$ cat config.mk
export PLATFORM = sky130hd
export DESIGN_NAME = char_lcd_nibble_interface_unit
export DESIGN_NICKNAME = d
export VERILOG_FILES = /design/src/clni_pkg.sv /design/src/clni_in_stage.sv /design/src/clni_seq.sv /design/src/char_lcd_nibble_interface_unit.sv
export SDC_FILE = /design/constraint.sdc
export NUM_CORES = 1
export LEC_CHECK = 0
export BUFFER_PORTS_ARGS = -buffer_cell sky130_fd_sc_hd__buf_2
export CORE_UTILIZATION = 55
export DETAILED_ROUTE_END_ITERATION = 16
export PLACE_DENSITY = 0.8
export SETUP_SLACK_MARGIN = 0.3
export SLEW_MARGIN = 20
export SYNTH_ARGS = -nofsm -noshare
export SYNTH_HDL_FRONTEND = slang
export SYNTH_SLANG_ARGS = --single-unit
$ cat constraint.sdc
create_clock -name clk -period 3.3 [get_ports clk]
set_input_delay 0.33 -clock clk [delete_from_list [all_inputs] [get_ports clk]]
set_output_delay 0.33 -clock clk [all_outputs]
set_load 0.02 [all_outputs]
$ cat src/clni_pkg.sv
`timescale 1ns / 1ps

package clni_pkg;

    // width of the phase tick counter
    localparam int TIMER_BITS = 8;

    // largest count the tick counter holds, kept wide enough for TIMER_BITS up to 17
    localparam logic [16:0] TMAX_W = 17'((1 << TIMER_BITS) - 1);

    // request codes
    localparam logic [2:0] CMD_IDLE   = 3'd0;
    localparam logic [2:0] CMD_INSTR  = 3'd1;
    localparam logic [2:0] CMD_DATA   = 3'd2;
    localparam logic [2:0] CMD_CURSOR = 3'd3;
    localparam logic [2:0] CMD_INIT   = 3'd4;

    // configuration register indexes
    localparam logic [2:0] CFG_POWERUP_WAIT    = 3'd0;
    localparam logic [2:0] CFG_FIRST_INIT_WAIT = 3'd1;
    localparam logic [2:0] CFG_PULSE_TICKS     = 3'd2;
    localparam logic [2:0] CFG_SHORT_WAIT      = 3'd3;
    localparam logic [2:0] CFG_LONG_WAIT       = 3'd4;

    // power-up sequence
    localparam logic [3:0] INIT_LEN   = 4'd9;
    localparam logic [3:0] INIT_NIBS  = 4'd4;

    localparam logic [7:0] INSTR_CLEAR = 8'h01;
    localparam logic [7:0] INSTR_HOME  = 8'h02;
    localparam logic [7:0] DDRAM_SET   = 8'h80;
    localparam logic [7:0] LINE2_BASE  = 8'h40;

    typedef struct packed {
        logic [2:0] command;
        logic [7:0] byte_value;
        logic [5:0] column;
        logic       line_two;
    } item_t;

    typedef struct packed {
        logic       rejected;
        logic       busy_res;
        logic [3:0] data_nibble;
        logic       enable_pin;
        logic       reg_select;
    } res_t;

    typedef struct packed {
        logic       we;
        logic [2:0] index;
        logic [7:0] data;
    } cfg_wr_t;

    // register value to tick count: zero counts as one, saturate to the counter
    function automatic logic [TIMER_BITS-1:0] ticks_of(input logic [7:0] v);
        logic [16:0] t;
        t = {9'd0, v};
        if (t == 17'd0) t = 17'd1;
        if (t > TMAX_W) t = TMAX_W;
        return t[TIMER_BITS-1:0];
    endfunction

    // bytes of the power-up sequence
    function automatic logic [7:0] init_byte(input logic [3:0] idx);
        logic [7:0] b;
        case (idx)
            4'd0:    b = 8'h30;
            4'd1:    b = 8'h30;
            4'd2:    b = 8'h30;
            4'd3:    b = 8'h20;
            4'd4:    b = 8'h28;
            4'd5:    b = 8'h08;
            4'd6:    b = 8'h01;
            4'd7:    b = 8'h06;
            4'd8:    b = 8'h0C;
            default: b = 8'h00;
        endcase
        return b;
    endfunction

endpackage

$ cat src/clni_in_stage.sv
`timescale 1ns / 1ps

module clni_in_stage (
    input  logic          clk,
    input  logic          rst_n,
    input  logic          s_tvalid,
    output logic          s_tready,
    input  logic [15:0]   s_tdata,
    input  logic [2:0]    s_tuser,
    input  logic          take,
    output logic          item_valid,
    output clni_pkg::item_t item
);

    logic            valid_reg;
    clni_pkg::item_t item_reg;

    // free slot, or the held item leaves this cycle
    assign s_tready   = !valid_reg || take;
    assign item_valid = valid_reg;
    assign item       = item_reg;

    always_ff @(posedge clk or negedge rst_n)
    begin
        if (!rst_n)
        begin
            valid_reg <= 1'b0;
        end
        else if (s_tready)
        begin
            valid_reg <= s_tvalid;
        end
    end

    always_ff @(posedge clk)
    begin
        if (s_tvalid && s_tready)
        begin
            item_reg.command    <= s_tuser;
            item_reg.byte_value <= s_tdata[7:0];
            item_reg.column     <= s_tdata[13:8];
            item_reg.line_two   <= s_tdata[14];
        end
    end

endmodule

$ cat src/clni_seq.sv
`timescale 1ns / 1ps

module clni_seq (
    input  logic              clk,
    input  logic              rst_n,
    input  clni_pkg::cfg_wr_t cfg,
    input  logic              step,
    input  clni_pkg::item_t   item,
    output clni_pkg::res_t    res
);

    localparam logic [2:0] PH_IDLE  = 3'd0;
    localparam logic [2:0] PH_PWAIT = 3'd1;
    localparam logic [2:0] PH_HI_E  = 3'd2;
    localparam logic [2:0] PH_HI_L  = 3'd3;
    localparam logic [2:0] PH_LO_E  = 3'd4;
    localparam logic [2:0] PH_LO_L  = 3'd5;
    localparam logic [2:0] PH_WAIT  = 3'd6;

    logic [7:0] powerup_wait_reg, first_init_wait_reg, pulse_ticks_reg;
    logic [7:0] short_wait_reg, long_wait_reg;

    logic [2:0]                     phase_reg, phase_next;
    logic [clni_pkg::TIMER_BITS-1:0] timer_reg, timer_next;
    logic [7:0]                     held_byte_reg, held_byte_next;
    logic                           held_rs_reg, held_rs_next;
    logic [3:0]                     init_step_reg, init_step_next;
    logic                           init_active_reg, init_active_next;
    logic [5:0]                     pins_reg, pins_next;

    // configuration writes
    always_ff @(posedge clk or negedge rst_n)
    begin
        if (!rst_n)
        begin
            powerup_wait_reg    <= 8'd40;
            first_init_wait_reg <= 8'd5;
            pulse_ticks_reg     <= 8'd1;
            short_wait_reg      <= 8'd1;
            long_wait_reg       <= 8'd2;
        end
        else if (cfg.we)
        begin
            unique case (cfg.index)
                clni_pkg::CFG_POWERUP_WAIT:    powerup_wait_reg    <= cfg.data;
                clni_pkg::CFG_FIRST_INIT_WAIT: first_init_wait_reg <= cfg.data;
                clni_pkg::CFG_PULSE_TICKS:     pulse_ticks_reg     <= cfg.data;
                clni_pkg::CFG_SHORT_WAIT:      short_wait_reg      <= cfg.data;
                clni_pkg::CFG_LONG_WAIT:       long_wait_reg       <= cfg.data;
                default:                       ;
            endcase
        end
    end

    // one tick: request, pin output, then timer advance
    always_comb
    begin
        logic [7:0] sb;
        logic       rej;
        logic       busy;
        logic [3:0] nstep;

        phase_next       = phase_reg;
        timer_next       = timer_reg;
        held_byte_next   = held_byte_reg;
        held_rs_next     = held_rs_reg;
        init_step_next   = init_step_reg;
        init_active_next = init_active_reg;
        pins_next        = pins_reg;
        rej              = 1'b0;
        sb               = item.byte_value;
        nstep            = init_step_reg + 4'd1;

        if (item.command == clni_pkg::CMD_INSTR || item.command == clni_pkg::CMD_DATA ||
            item.command == clni_pkg::CMD_CURSOR || item.command == clni_pkg::CMD_INIT)
        begin
            if (phase_reg != PH_IDLE)
            begin
                rej = 1'b1;
            end
            else if (item.command == clni_pkg::CMD_INIT)
            begin
                init_active_next = 1'b1;
                init_step_next   = 4'd0;
                held_rs_next     = 1'b0;
                phase_next       = PH_PWAIT;
                timer_next       = clni_pkg::ticks_of(powerup_wait_reg);
            end
            else
            begin
                init_active_next = 1'b0;
                if (item.command == clni_pkg::CMD_CURSOR)
                begin
                    sb = clni_pkg::DDRAM_SET | (item.line_two ?
                         (clni_pkg::LINE2_BASE + {2'b00, item.column}) : {2'b00, item.column});
                end
                held_byte_next = sb;
                held_rs_next   = (item.command == clni_pkg::CMD_DATA);
                phase_next     = PH_HI_E;
                timer_next     = clni_pkg::ticks_of(pulse_ticks_reg);
                pins_next      = {sb[7:4], 1'b1, held_rs_next};
            end
        end

        busy = (phase_next != PH_IDLE);
        res.reg_select  = pins_next[0];
        res.enable_pin  = pins_next[1];
        res.data_nibble = pins_next[5:2];
        res.busy_res    = busy;
        res.rejected    = rej;

        if (busy)
        begin
            if (timer_next > clni_pkg::TIMER_BITS'(1))
            begin
                timer_next = timer_next - clni_pkg::TIMER_BITS'(1);
            end
            else
            begin
                timer_next = '0;
                unique case (phase_next)
                    PH_PWAIT:
                    begin
                        held_byte_next = clni_pkg::init_byte(4'd0);
                        held_rs_next   = 1'b0;
                        phase_next     = PH_HI_E;
                        timer_next     = clni_pkg::ticks_of(pulse_ticks_reg);
                        pins_next      = {held_byte_next[7:4], 1'b1, 1'b0};
                    end
                    PH_HI_E:
                    begin
                        phase_next   = PH_HI_L;
                        timer_next   = clni_pkg::ticks_of(pulse_ticks_reg);
                        pins_next[1] = 1'b0;
                    end
                    PH_HI_L:
                    begin
                        // the first four init steps are single nibbles
                        if (init_active_next && init_step_next < clni_pkg::INIT_NIBS)
                        begin
                            phase_next = PH_WAIT;
                            timer_next = clni_pkg::ticks_of((init_step_next == 4'd0) ?
                                         first_init_wait_reg : short_wait_reg);
                        end
                        else
                        begin
                            phase_next = PH_LO_E;
                            timer_next = clni_pkg::ticks_of(pulse_ticks_reg);
                            pins_next  = {held_byte_next[3:0], 1'b1, held_rs_next};
                        end
                    end
                    PH_LO_E:
                    begin
                        phase_next   = PH_LO_L;
                        timer_next   = clni_pkg::ticks_of(pulse_ticks_reg);
                        pins_next[1] = 1'b0;
                    end
                    PH_LO_L:
                    begin
                        phase_next = PH_WAIT;
                        // clear and home need the long wait, character bytes never do
                        if (!held_rs_next && (held_byte_next == clni_pkg::INSTR_CLEAR ||
                                              held_byte_next == clni_pkg::INSTR_HOME))
                        begin
                            timer_next = clni_pkg::ticks_of(long_wait_reg);
                        end
                        else
                        begin
                            timer_next = clni_pkg::ticks_of(short_wait_reg);
                        end
                    end
                    PH_WAIT:
                    begin
                        nstep = init_step_next + 4'd1;
                        if (init_active_next && nstep < clni_pkg::INIT_LEN)
                        begin
                            init_step_next = nstep;
                            held_byte_next = clni_pkg::init_byte(nstep);
                            held_rs_next   = 1'b0;
                            phase_next     = PH_HI_E;
                            timer_next     = clni_pkg::ticks_of(pulse_ticks_reg);
                            pins_next      = {held_byte_next[7:4], 1'b1, 1'b0};
                        end
                        else
                        begin
                            init_active_next = 1'b0;
                            init_step_next   = 4'd0;
                            phase_next       = PH_IDLE;
                            timer_next       = '0;
                        end
                    end
                    default:
                    begin
                        phase_next = PH_IDLE;
                        timer_next = '0;
                    end
                endcase
            end
        end
    end

    always_ff @(posedge clk or negedge rst_n)
    begin
        if (!rst_n)
        begin
            phase_reg       <= PH_IDLE;
            timer_reg       <= '0;
            held_byte_reg   <= 8'd0;
            held_rs_reg     <= 1'b0;
            init_step_reg   <= 4'd0;
            init_active_reg <= 1'b0;
            pins_reg        <= 6'd0;
        end
        else if (step)
        begin
            phase_reg       <= phase_next;
            timer_reg       <= timer_next;
            held_byte_reg   <= held_byte_next;
            held_rs_reg     <= held_rs_next;
            init_step_reg   <= init_step_next;
            init_active_reg <= init_active_next;
            pins_reg        <= pins_next;
        end
    end

    a_rej_only_busy: assert property (@(posedge clk) disable iff (!rst_n)
        step && res.rejected |-> phase_reg != PH_IDLE)
        else $error("request rejected while idle");

    a_idle_timer: assert property (@(posedge clk) disable iff (!rst_n)
        phase_reg == PH_IDLE |-> timer_reg == '0)
        else $error("timer running while idle");

    a_step_range: assert property (@(posedge clk) disable iff (!rst_n)
        init_step_reg < clni_pkg::INIT_LEN)
        else $error("init step out of range");

    a_step_needs_init: assert property (@(posedge clk) disable iff (!rst_n)
        !init_active_reg |-> init_step_reg == 4'd0)
        else $error("init step set outside power-up sequence");

    a_hold_no_tick: assert property (@(posedge clk) disable iff (!rst_n)
        !step |=> $stable(phase_reg) && $stable(timer_reg) && $stable(pins_reg))
        else $error("sequencer moved without a tick");

endmodule

$ cat src/char_lcd_nibble_interface_unit.sv
`timescale 1ns / 1ps

// a tick item is held in the input register and its result in the output register
// throughput: one tick item per cycle unless the sink stalls, set by the single-pass
//   sequencer update between the input register and the output register
// reset (rst_n, asynchronous, active low): sequencer idle, pins low, timing
//   registers at 40, 5, 1, 1, 2 ticks, both stages empty
module char_lcd_nibble_interface_unit (
    input  logic        clk,
    input  logic        rst_n,
    // tick items in
    input  logic        s_tvalid,
    output logic        s_tready,
    input  logic [15:0] s_tdata,   // byte_value[7:0], column[13:8], line_two[14], zero[15]
    input  logic [2:0]  s_tuser,   // command[2:0]
    // pin results out
    output logic        m_tvalid,
    input  logic        m_tready,
    output logic [7:0]  m_tdata,   // reg_select[0], enable_pin[1], data_nibble[5:2],
                                   // busy_res[6], rejected[7]
    // timing register writes
    input  logic        cfg_we,
    input  logic [2:0]  cfg_index,
    input  logic [7:0]  cfg_data
);

    logic              item_valid;
    clni_pkg::item_t   item;
    clni_pkg::res_t    res;
    clni_pkg::cfg_wr_t cfg;
    logic              advance;

    logic              out_valid_reg;
    clni_pkg::res_t    out_reg;

    assign cfg.we    = cfg_we;
    assign cfg.index = cfg_index;
    assign cfg.data  = cfg_data;

    // a held item runs its tick when the output register can take the result
    assign advance = item_valid && (!out_valid_reg || m_tready);

    clni_in_stage u_in (
        .clk        (clk),
        .rst_n      (rst_n),
        .s_tvalid   (s_tvalid),
        .s_tready   (s_tready),
        .s_tdata    (s_tdata),
        .s_tuser    (s_tuser),
        .take       (advance),
        .item_valid (item_valid),
        .item       (item)
    );

    // tick sequencer: phases, timer, power-up steps and pin levels
    clni_seq u_seq (
        .clk   (clk),
        .rst_n (rst_n),
        .cfg   (cfg),
        .step  (advance),
        .item  (item),
        .res   (res)
    );

    // output register, keeps the last result while the sink stalls
    always_ff @(posedge clk or negedge rst_n)
    begin
        if (!rst_n)
        begin
            out_valid_reg <= 1'b0;
        end
        else if (!out_valid_reg || m_tready)
        begin
            out_valid_reg <= item_valid;
        end
    end

    always_ff @(posedge clk)
    begin
        if (advance)
        begin
            out_reg <= res;
        end
    end

    assign m_tvalid = out_valid_reg;
    assign m_tdata  = out_reg;

endmodule
==> reports/metrics.yaml, run 1 <==
timing:
  slew_viol_final: 0
  fin_crit_sh_pct: 90.7
  max_freq_ghz: 0.334
  setup_tns_ns: 0
  period_needed_ns: 2.99
  fin_skew_ns: 0.0127
  max_slew_margin_pct: 44.0
  hold_viol_final: 0
  rsz0062_at_grt: "yes"
  worstMarginPinSlew_ns: 0.839
  setup_viol: 0
  fin_ws_ns: 0.308
power_and_ir_drop:
  power_frac_seq_pct: 36.3
  peakVddDrop_v: 0.000363
  power_mw: 5.04
  clock_power_share_pct: 15.9
  comb_power_share_pct: 47.8
  power_leakage_nw: 2.76
  internal_power_mw: 2.97
  power.switching_mw: 2.07
  swShare_pct: 41.1
  power_density_nw_per_um2: 738
worst_setup_path:
  path_cells: "or3_4, nor2_4, a21oi_2, and2_4, inv_2, ha_4, nor2_4, or3_4, nor3_4, o21ai_2, mux2_4"
  cp.required_ns: 3.58
  crit_slowest_cell: "or3_4"
  crit_buf_inv: 1
  critPathCaptureType: "register"
  crit_fanout: 6
  cp_top_family: "simple AND/OR/NAND/NOR gates"
  crit_arrival_ns: 3.27
  criticalPathCategory: "reg2reg"
  start_kind: "register"
  critPathMaxStageDelay_ns: 0.47
clocking:
  clk_latency_ns: 0.40
  cts_htree_levels: 3
  cts_buffers: 9
  root_buffer: "clkbuf_8"
  clock-sinks: 99
  cts_tree: "yes"
  clk_path_buf_depth: 2
  path_clk_slew_ns: 0.10
yosys:
  ys_ff_latch: 99
  syn_area_per_cell_sq_um: 10.1
  synth.net_count: 602
  seq_area_frac_synth_pct: 46.1
  ys_types: 78
  ys_warn_count: 0
  syn_area_sq_um: 5670
  synth_ff_type: "dfrtp_1"
  synth-edff-count: 26
  async_flop_share_pct: 73.7
  syn_inst: 559
final_layout:
  antennaDiodeCount: 0
  drive_above_1_share_pct: 34.2
  largest_register_ffs: 18
  ff_latch_area_sq_um: 2620
  fill_cells: 717
  syn_to_final_growth_pct: 20.2
  multi_input_area_sq_um: 3070
  nets: 690
floorplan:
  die_area_sq_um: 10700
  io_pins: 45
  die_w_microns: 104
  core_sq_um: 9860
  initial_core_util_pct: 57.5
  fp-row-count: 36
  die_y_microns: 104
routing:
  drtPass1Iterations: 6
  via_per_inst: 6.58
  ant_nets: 0
  vias: 5163
  drt-initial-drc-count: 375
  wire_per_inst_microns: 21.5
  totalWireLength_mm: 16.9
  drc: 0
grt:
  grt_pass1_vias: 4914
  antenna_found_initial: 0
  gr-usage-all-layers_pct: 31.6
  grt_pass1_wl_mm: 26.0
  grt.overflow.total: 0
  grt_max_degree: 38
placement:
  dp_slack_ns: 0.0230
  portBuffers: 43
  dp_hpwl_mm: 12.1
  gp_congestion: 0.961
run:
  cap_violations: 0
min_path:
  hold_class: "in2async"
run_status:
  status: "finished, final reports clean"
==> layout make-up <==
type	count	area share (%)
clock inverter	2	0.220
clock buffer	14	2.60
sequential	99	38.4
timing repair buffer	104	10.1
inverter	23	1.30
tap	133	2.44
multi-input combinational	410	45.0
==> through the flow <==
stage               utilization (%)  instances  hold WS, ns  instance area [sq um]
detailed placement             63.6        745        0.476                   6270
finish                         69.2        785       0.0211                   6820
global route                   69.2        785       0.0801                   6820
floorplan                         -        559       0.0344                   5750
global placement               63.6        745        0.463                   6270
CTS                            66.5        767       0.0452                   6560
==> cells in the final DEF (no fill, tap or decap), types with 5 or more instances in the layout <==
cell type  Yosys  final
a21oi_2        0      5
mux2i_1        9      8
nor2_1        29     28
dfstp_2        7      7
nand2_1       51     50
or3_1          8      6
clkbuf_8       0     10
o2bb2ai_1      8      7
inv_1         22     18
a21oi_1       38     33
nor4_1         9      8
a21o_1         6      6
ha_1           8      5
buf_2          9     43
o21ai_1        2      5
nand3_1       16     15
nor3_1        18     17
o211ai_1       5      5
nand2b_1       5      5
a31oi_1        7      7
a221o_1        8      8
o22ai_1        7      7
buf_4          0     57
o21bai_1       6      5
o31ai_1        7      5
dfrtp_1       66     64
mux2_2        38     37
o21ai_0       30     26
edfxtp_1      26     26
==> power groups by stage <==
stage                     sequential [mW]  combinational, mW  clock, mW
after floorplan                      1.78               1.49          0
final                                1.83               2.41      0.799
after detailed placement             1.84               2.11          0
after CTS                            1.82               2.18      0.804
after global placement               1.82               2.06          0
after global routing                 1.85               2.59      0.847
==> cells in the mapped netlist, types with 4 or more instances <==
cell | count | area share (%)
a221o_1 | 8 | 1.4
or3_1 | 8 | 0.88
dfrtp_1 | 66 | 29
ha_1 | 8 | 1.8
a31oi_1 | 7 | 0.77
o311ai_0 | 4 | 0.62
o31ai_1 | 7 | 0.93
a211oi_1 | 4 | 0.53
and2_1 | 5 | 0.55
and3_1 | 4 | 0.44
nand2b_1 | 5 | 0.55
clkbuf_1 | 16 | 1.1
edfxtp_1 | 26 | 14
nor2_1 | 29 | 1.9
o21bai_1 | 6 | 0.79
nor3_1 | 18 | 1.6
a21oi_1 | 38 | 3.4
buf_2 | 9 | 0.79
o2bb2ai_1 | 8 | 1.2
nand2_1 | 51 | 3.4
nor4_1 | 9 | 0.99
dfstp_2 | 7 | 3.2
inv_1 | 22 | 1.5
o211ai_1 | 5 | 0.66
o22ai_1 | 7 | 0.77
a221oi_1 | 7 | 1.1
mux2_2 | 38 | 7.5
o21ai_0 | 30 | 2.6
mux2i_1 | 9 | 1.6
nand4_1 | 4 | 0.44
nand3_1 | 16 | 1.4
a21o_1 | 6 | 0.79
==> metal layers <==
| layer | GRT usage [%] | up-vias | wire length (microns) |
|---|---|---|---|
| met5 | 0 | - | 0 |
| met3 | 6.99 | 59 | 1230 |
| met1 | 38.5 | 2515 | 6550 |
| met2 | 54.5 | 266 | 8490 |
| li1 | - | 2323 | - |
| met4 | 12.6 | 0 | 607 |
==> final timing paths <==
| path | start | endpoint | slack [ns] | cells after the start |
|---|---|---|---|---|
| worst max-delay path | u_seq.phase_reg[0]$_DFFE_PN0P_ | u_seq.init_step_reg[0]$_DFFE_PN0P_ | 0.31 | 11 |
| worst min register to register | u_seq.held_byte_reg[6]$_DFFE_PN0P_ | u_seq.held_byte_reg[6]$_DFFE_PN0P_ | 0.50 | 1 |
| max in group asynchronous | rst_n | u_seq.powerup_wait_reg[3]$_DFFE_PN1P_ | 2.41 | 2 |
| worst min-delay path | rst_n | u_seq.init_step_reg[1]$_DFFE_PN0P_ | 0.02 | 1 |
| min in group clk | s_tdata[9] | u_in.item[2]$_DFFE_PP_ | 0.10 | 1 |
| worst max register to register | u_seq.phase_reg[0]$_DFFE_PN0P_ | u_seq.init_step_reg[0]$_DFFE_PN0P_ | 0.31 | 11 |
==> cells by family after synthesis <==
group | after synthesis | share of synthesized area [%]
multiplexers | 50 | 9.73
AND/OR/NAND/NOR | 174 | 16.0
adder cells (fa/ha/maj) | 8 | 1.76
XOR/XNOR | 3 | 0.463
AO/OA/AOI/OAI | 175 | 22.3
buffers and inverters | 50 | 3.64
flip-flops | 99 | 46.1
==> worst reg2reg max path: stages (launching register included) <==
cell and delay [ns]:
dfrtp_2 0.45, or3_4 0.47, nor2_4 0.26, a21oi_2 0.12, and2_4 0.17, inv_2 0.06
ha_4 0.14, nor2_4 0.04, or3_4 0.41, nor3_4 0.34, o21ai_2 0.13, mux2_4 0.28
==> timing repair <==
action	in CTS	in global routing
gates resized for setup	14	32
setup endpoints to repair	27	27
setup buffers	6	18
pin swaps	3	18
hold buffers	0	0
cloned	0	0
Note: power is estimated with default switching activity, not from simulation.
==> inputs of run 2 (changes only) <==
PLACE_DENSITY = 0.77   (was 0.8)
SKIP_LAST_GASP = 1   (was not set)
==> reports/metrics.yaml, run 2 (synthesis results as in run 1) <==
placement:
  portBuffers: 43  # unchanged
  gp_congestion: 0.946  # was 0.961
  dp_hpwl_mm: 12.2  # was 12.1 mm
  placed_cell_area_sq_um: 6290  # was 6270 sq um
  placedCellCount: 747  # was 745
  dp_slack_ns: 0.125  # was 0.0230 ns
clocking:
  cts_tree: "yes"  # unchanged
  clock-sinks: 99  # unchanged
  root_buffer: "clkbuf_8"  # unchanged
  clk_latency_ns: 0.39  # was 0.40 ns
  cts_htree_levels: 3  # unchanged
  path_clk_slew_ns: 0.10  # about the same
  cts_buffers: 9  # unchanged
  clk_path_buf_depth: 2  # unchanged
routing:
  totalWireLength_mm: 16.3  # was 16.9 mm
  drt-initial-drc-count: 470  # was 375
  ant_nets: 0  # unchanged
  drtPass1Iterations: 6  # unchanged
  via_per_inst: 6.49  # was 6.58
  drc: 0  # unchanged
  wire_per_inst_microns: 21.1  # was 21.5 microns
  vias: 5010  # was 5163
worst_setup_path:
  crit_buf_inv: 2  # was 1
  path_cells: "nor3_4, nand3_2, buf_4, and2_1, ha_4, a21oi_2, mux2i_2, buf_4, nand3_1, o311ai_2, a21o_1, nand3_1, a31oi_1"  # was or3_4, nor2_4, a21oi_2, and2_4, inv_2, ha_4, nor2_4, or3_4, nor3_4, o21ai_2, mux2_4
  criticalPathCategory: "reg2reg"  # unchanged
  crit_fanout: 3  # was 6
  crit_cells: 13  # was 11
  critPathMaxStageDelay_ns: 0.43  # was 0.47 ns
  start_kind: "register"  # unchanged
  crit_slowest_cell: "dfrtp_1"  # was or3_4
  cp.required_ns: 3.61  # was 3.58 ns
  cp_top_family: "simple AND/OR/NAND/NOR gates"  # unchanged
  critPathCaptureType: "register"  # unchanged
  reg2regPathDepth: 13  # was 11
  crit_arrival_ns: 3.22  # was 3.27 ns
power_and_ir_drop:
  power_frac_seq_pct: 37.5  # was 36.3%
  power_leakage_nw: 2.69  # was 2.76 nW
  clock_power_share_pct: 15.4  # was 15.9%
  power_density_nw_per_um2: 729  # was 738 nW/um^2
  comb_power_share_pct: 47.1  # was 47.8%
  swShare_pct: 42.1  # was 41.1%
  internal_power_mw: 2.83  # was 2.97 mW
  peakVddDrop_v: 0.000402  # was 0.000363 V
  power.switching_mw: 2.06  # was 2.07 mW
floorplan:
  fp-row-count: 36  # unchanged
  die_area_sq_um: 10700  # unchanged
  initial_core_util_pct: 57.5  # unchanged
  io_pins: 45  # unchanged
  die_y_microns: 104  # unchanged
  core_sq_um: 9860  # unchanged
  die_w_microns: 104  # unchanged
grt:
  grt_pass1_vias: 4997  # was 4914
  grt_pass1_wl_mm: 26.2  # was 26.0 mm
  antenna_found_initial: 0  # unchanged
  grt_max_degree: 30  # was 38
  gr-usage-all-layers_pct: 31.3  # was 31.6%
  grt.overflow.total: 0  # unchanged
min_path:
  whs_path_depth: 1
  hold_class: "in2reg"  # was in2async
timing:
  rsz0062_at_grt: "yes"  # unchanged
  slew_viol_final: 0  # unchanged
  max_freq_ghz: 0.344  # was 0.334 GHz
  max_slew_margin_pct: 48.2  # was 44.0%
  fin_skew_ns: 0.00975  # was 0.0127 ns
  period_needed_ns: 2.91  # was 2.99 ns
  hold_slack_ns: 0.111  # was 0.0211 ns
  worstMarginPinSlew_ns: 0.777  # was 0.839 ns
  hold_viol_final: 0  # unchanged
  setup_tns_ns: 0  # unchanged
  fin_crit_sh_pct: 88.2  # was 90.7%
  fin_ws_ns: 0.390  # was 0.308 ns
  setup_viol: 0  # unchanged
final_layout:
  antennaDiodeCount: 0  # unchanged
  syn_to_final_growth_pct: 18.2  # was 20.2%
  largest_register_ffs: 18  # unchanged
  nets: 677  # was 690
  final_cell_mix: "64 x dfrtp_1, 49 x nand2_1, 44 x buf_4, 43 x buf_2, 37 x mux2_2"  # was 64 x dfrtp_1, 57 x buf_4, 50 x nand2_1, 43 x buf_2, 37 x mux2_2
  final_area_sq_um: 6700  # was 6820 sq um
  drive_above_1_share_pct: 33.5  # was 34.2%
  fin_cells: 772  # was 785
  mostFrequentLayoutCell: "dfrtp_1"  # unchanged
run_status:
  status: "finished, final reports clean"  # unchanged
run:
  cap_violations: 0  # unchanged
## run 2: per-stage QoR
| step | utilization [%] | power (mW) |
|---|---|---|
| global route | 67.9 | 5.14 |
| global placement | 63.7 | 3.90 |
| finish | 67.9 | 4.89 |
| CTS | 66.5 | 4.76 |
| detailed placement | 63.7 | 3.96 |
| floorplan | - | 3.27 |
## run 2: repair_timing
item	CTS	global route
gates resized for setup	13	31
hold endpoints to repair	23	0
hold buffers	1	0
setup buffers	5	3
endpoints found under the setup margin	28	26
pin swaps	4	16
## run 2: final cells by class
| class | instances | area [sq um] |
|---|---|---|
| Clock inverter | 7 | 57.6 |
| Tap cell | 133 | 166 |
| Fill cell | 784 | 3160 |
| Sequential cell | 99 | 2620 |
| Clock buffer | 9 | 124 |
| Timing Repair Buffer | 91 | 589 |
| Inverter | 23 | 86.3 |
| Multi-Input combinational cell | 410 | 3060 |
## run 2: path summary, 6_finish.rpt
| check | endpoint | start | slack, ns |
|---|---|---|---|
| max in group asynchronous | u_seq.powerup_wait_reg[3]$_DFFE_PN1P_ | rst_n | 1.99 |
| hold reg to reg | u_seq.held_byte_reg[6]$_DFFE_PN0P_ | u_seq.held_byte_reg[6]$_DFFE_PN0P_ | 0.51 |
| hold / removal | u_in.item[17]$_DFFE_PP_ | s_tuser[2] | 0.11 |
| setup / recovery | u_seq.pins_reg[3]$_DFFE_PN0P_ | u_seq.phase_reg[1]$_DFFE_PN0P_ | 0.39 |
| min in group asynchronous | u_seq.phase_reg[1]$_DFFE_PN0P_ | rst_n | 0.47 |
| setup reg to reg | u_seq.pins_reg[3]$_DFFE_PN0P_ | u_seq.phase_reg[1]$_DFFE_PN0P_ | 0.39 |
## run 2: power groups by stage
stage               combinational (mW)  clock [mW]  sequential (mW)
floorplan                         1.49           0             1.78
global placement                  2.07           0             1.83
detailed placement                2.12           0             1.84
CTS                               2.18       0.761             1.82
global route                      2.47       0.807             1.86
finish                            2.30       0.753             1.83
## run 2: per-layer routing
layer / track usage [%] / routed length, microns / up-vias
met2: 52.3 / 8100 / 209
met5: 0 / 0 / -
met3: 5.16 / 936 / 54
li1: - / - / 2295
met1: 38.9 / 6640 / 2452
met4: 17.1 / 610 / 0
==> inputs of run 3 (changes only) <==
CORE_MARGIN = 2   (was not set)
==> reports/metrics.yaml, run 3 (synthesis results as in run 1) <==
clocking:
  clock-sinks: 99  # unchanged
  root_buffer: "clkbuf_8"  # unchanged
  path_clk_slew_ns: 0.10  # about the same
  cts_buffers: 9  # unchanged
  cts_tree: "yes"  # unchanged
  clk_path_buf_depth: 2  # unchanged
  cts_htree_levels: 3  # unchanged
  clk_latency_ns: 0.38  # was 0.39 ns
  cts_hold_buffers: 0  # was 1
timing:
  rsz0062_at_grt: "yes"  # unchanged
  max_slew_margin_pct: 38.6  # was 48.2%
  fin_crit_sh_pct: 90.9  # was 88.2%
  setup_viol: 0  # unchanged
  hold_viol_final: 0  # unchanged
  slew_viol_final: 0  # unchanged
  fin_skew_ns: 0.0116  # was 0.00975 ns
  max_freq_ghz: 0.333  # was 0.344 GHz
  fin_ws_ns: 0.299  # was 0.390 ns
  worstMarginPinSlew_ns: 0.921  # was 0.777 ns
  period_needed_ns: 3.00  # was 2.91 ns
  setup_tns_ns: 0  # unchanged
final_layout:
  antennaDiodeCount: 0  # unchanged
  mostFrequentLayoutCell: "dfrtp_1"  # unchanged
  syn_to_final_growth_pct: 21.9  # was 18.2%
  largest_register_ffs: 18  # unchanged
  final_cell_mix: "64 x dfrtp_1, 51 x buf_4, 49 x nand2_1, 43 x buf_2, 38 x mux2_2"  # was 64 x dfrtp_1, 49 x nand2_1, 44 x buf_4, 43 x buf_2, 37 x mux2_2
  nets: 686  # was 677
  drive_above_1_share_pct: 36.0  # was 33.5%
worst_setup_path:
  cp_top_family: "compound AO/OA/AOI/OAI gates"  # was simple AND/OR/NAND/NOR gates
  path_cells: "nor3_4, nand3_4, and2_4, ha_4, inv_2, ha_4, a21oi_4, mux2i_4, nand3_2, buf_6, a41oi_2, a311o_1, a31oi_2, o22ai_1"  # was nor3_4, nand3_2, buf_4, and2_1, ha_4, a21oi_2, mux2i_2, buf_4, nand3_1, o311ai_2, a21o_1, nand3_1, a31oi_1
  crit_slowest_cell: "dfrtp_1"  # unchanged
  crit_fanout: 4  # was 3
  cp.required_ns: 3.56  # was 3.61 ns
  start_kind: "register"  # unchanged
  crit_top_cell: "ha_4"
  criticalPathCategory: "reg2reg"  # unchanged
  critPathMaxStageDelay_ns: 0.46  # was 0.43 ns
  crit_buf_inv: 2  # unchanged
  crit_arrival_ns: 3.26  # was 3.22 ns
  critPathCaptureType: "register"  # unchanged
floorplan:
  fp-row-count: 37  # was 36
  core_sq_um: 10200  # was 9860 sq um
  die_y_microns: 106  # was 104 microns
  initial_core_util_pct: 55.7  # was 57.5%
  die_area_sq_um: 11100  # was 10700 sq um
  io_pins: 45  # unchanged
  die_w_microns: 106  # was 104 microns
min_path:
  hold_class: "in2reg"  # unchanged
routing:
  drtPass1Iterations: 5  # was 6
  ant_nets: 0  # unchanged
  via_per_inst: 6.47  # was 6.49
  drt-initial-drc-count: 402  # was 470
  drc: 0  # unchanged
  totalWireLength_mm: 16.6  # was 16.3 mm
  wire_per_inst_microns: 21.2  # was 21.1 microns
  vias: 5071  # was 5010
grt:
  grt_pass1_wl_mm: 26.6  # was 26.2 mm
  grt.overflow.total: 0  # unchanged
  gr-usage-all-layers_pct: 30.7  # was 31.3%
  antenna_found_initial: 0  # unchanged
  grt_pass1_vias: 4992  # was 4997
  grt_max_degree: 74  # was 30
placement:
  dp_hpwl_mm: 12.1  # was 12.2 mm
  portBuffers: 43  # unchanged
  dp_slack_ns: 0.0775  # was 0.125 ns
  gp_congestion: 0.964  # was 0.946
power_and_ir_drop:
  power_mw: 5.09  # was 4.89 mW
  power_density_nw_per_um2: 737  # was 729 nW/um^2
  power_leakage_nw: 2.76  # was 2.69 nW
  peakVddDrop_v: 0.000375  # was 0.000402 V
run_status:
  status: "finished, final reports clean"  # unchanged
run:
  cap_violations: 0  # unchanged
## run 3: cell count changes in the layout (fill, tap and decap cells not counted), sizes merged
cell,change
clkinvlp,+1
clkinv,-1
inv,-2
clkbuf,+2
dlygate4sd3,-1
buf,+10
## run 3: final cells by class
class                           count  area (sq um)
Sequential cell                    99          2620
Tap cell                          136           170
Clock inverter                      5          47.5
Multi-Input combinational cell    410          3150
Fill cell                         779          3270
Inverter                           23          86.3
Timing Repair Buffer              100           669
Clock buffer                       11           174
## run 3: through the flow
stage / hold slack, ns / cell area [sq um] / util, % / instances
CTS: 0.113 / 6670 / 65.5 / 775
detailed placement: 0.470 / 6300 / 61.9 / 751
floorplan: 0.0344 / 5750 / - / 559
finish: 0.122 / 6920 / 67.9 / 784
global placement: 0.469 / 6300 / 61.9 / 751
global route: 0.110 / 6920 / 67.9 / 784
## run 3: worst reg2reg max path, cell delays in order, from the launching register on
cell     delay [ns]
dfrtp_1        0.46
nor3_4         0.25
nand3_4        0.17
and2_4         0.20
ha_4           0.17
inv_2          0.06
ha_4           0.22
a21oi_4        0.19
mux2i_4        0.11
nand3_2        0.11
buf_6          0.12
a41oi_2        0.15
a311o_1        0.37
a31oi_2        0.20
o22ai_1        0.09
## run 3: final timing paths
check                                                   start                                  to  cells past startpoint  slack [ns]
setup / recovery               u_seq.phase_reg[2]$_DFFE_PN0P_      u_seq.timer_reg[0]$_DFFE_PN0P_                     14        0.30
hold / removal                                     s_tdata[5]             u_in.item[12]$_DFFE_PP_                      1        0.12
setup reg to reg               u_seq.phase_reg[2]$_DFFE_PN0P_      u_seq.timer_reg[0]$_DFFE_PN0P_                     14        0.30
hold reg to reg            u_seq.held_byte_reg[7]$_DFFE_PN0P_  u_seq.held_byte_reg[7]$_DFFE_PN0P_                      1        0.50
max in group asynchronous                               rst_n      u_seq.phase_reg[0]$_DFFE_PN0P_                      2        2.48
min in group asynchronous                               rst_n       u_seq.pins_reg[4]$_DFFE_PN0P_                      2        0.15
## run 3: report_power, final
group	total, mW	switching (mW)	internal [mW]
Combinational	2.41	1.38	1.04
Sequential	1.84	0.264	1.58
Clock	0.841	0.461	0.381
## run 3: metal layers
metal  part of all wire [%]  GRT usage, %
met5                      0             0
met4                    4.7          14.1
met3                    5.7          2.97
met2                     50          53.0
met1                     39          39.1
## run 3: repair_timing
action | in CTS | in global routing
pin swaps | 5 | 19
setup buffers | 8 | 9
gates resized for setup | 22 | 46
setup endpoints to repair | 25 | 29
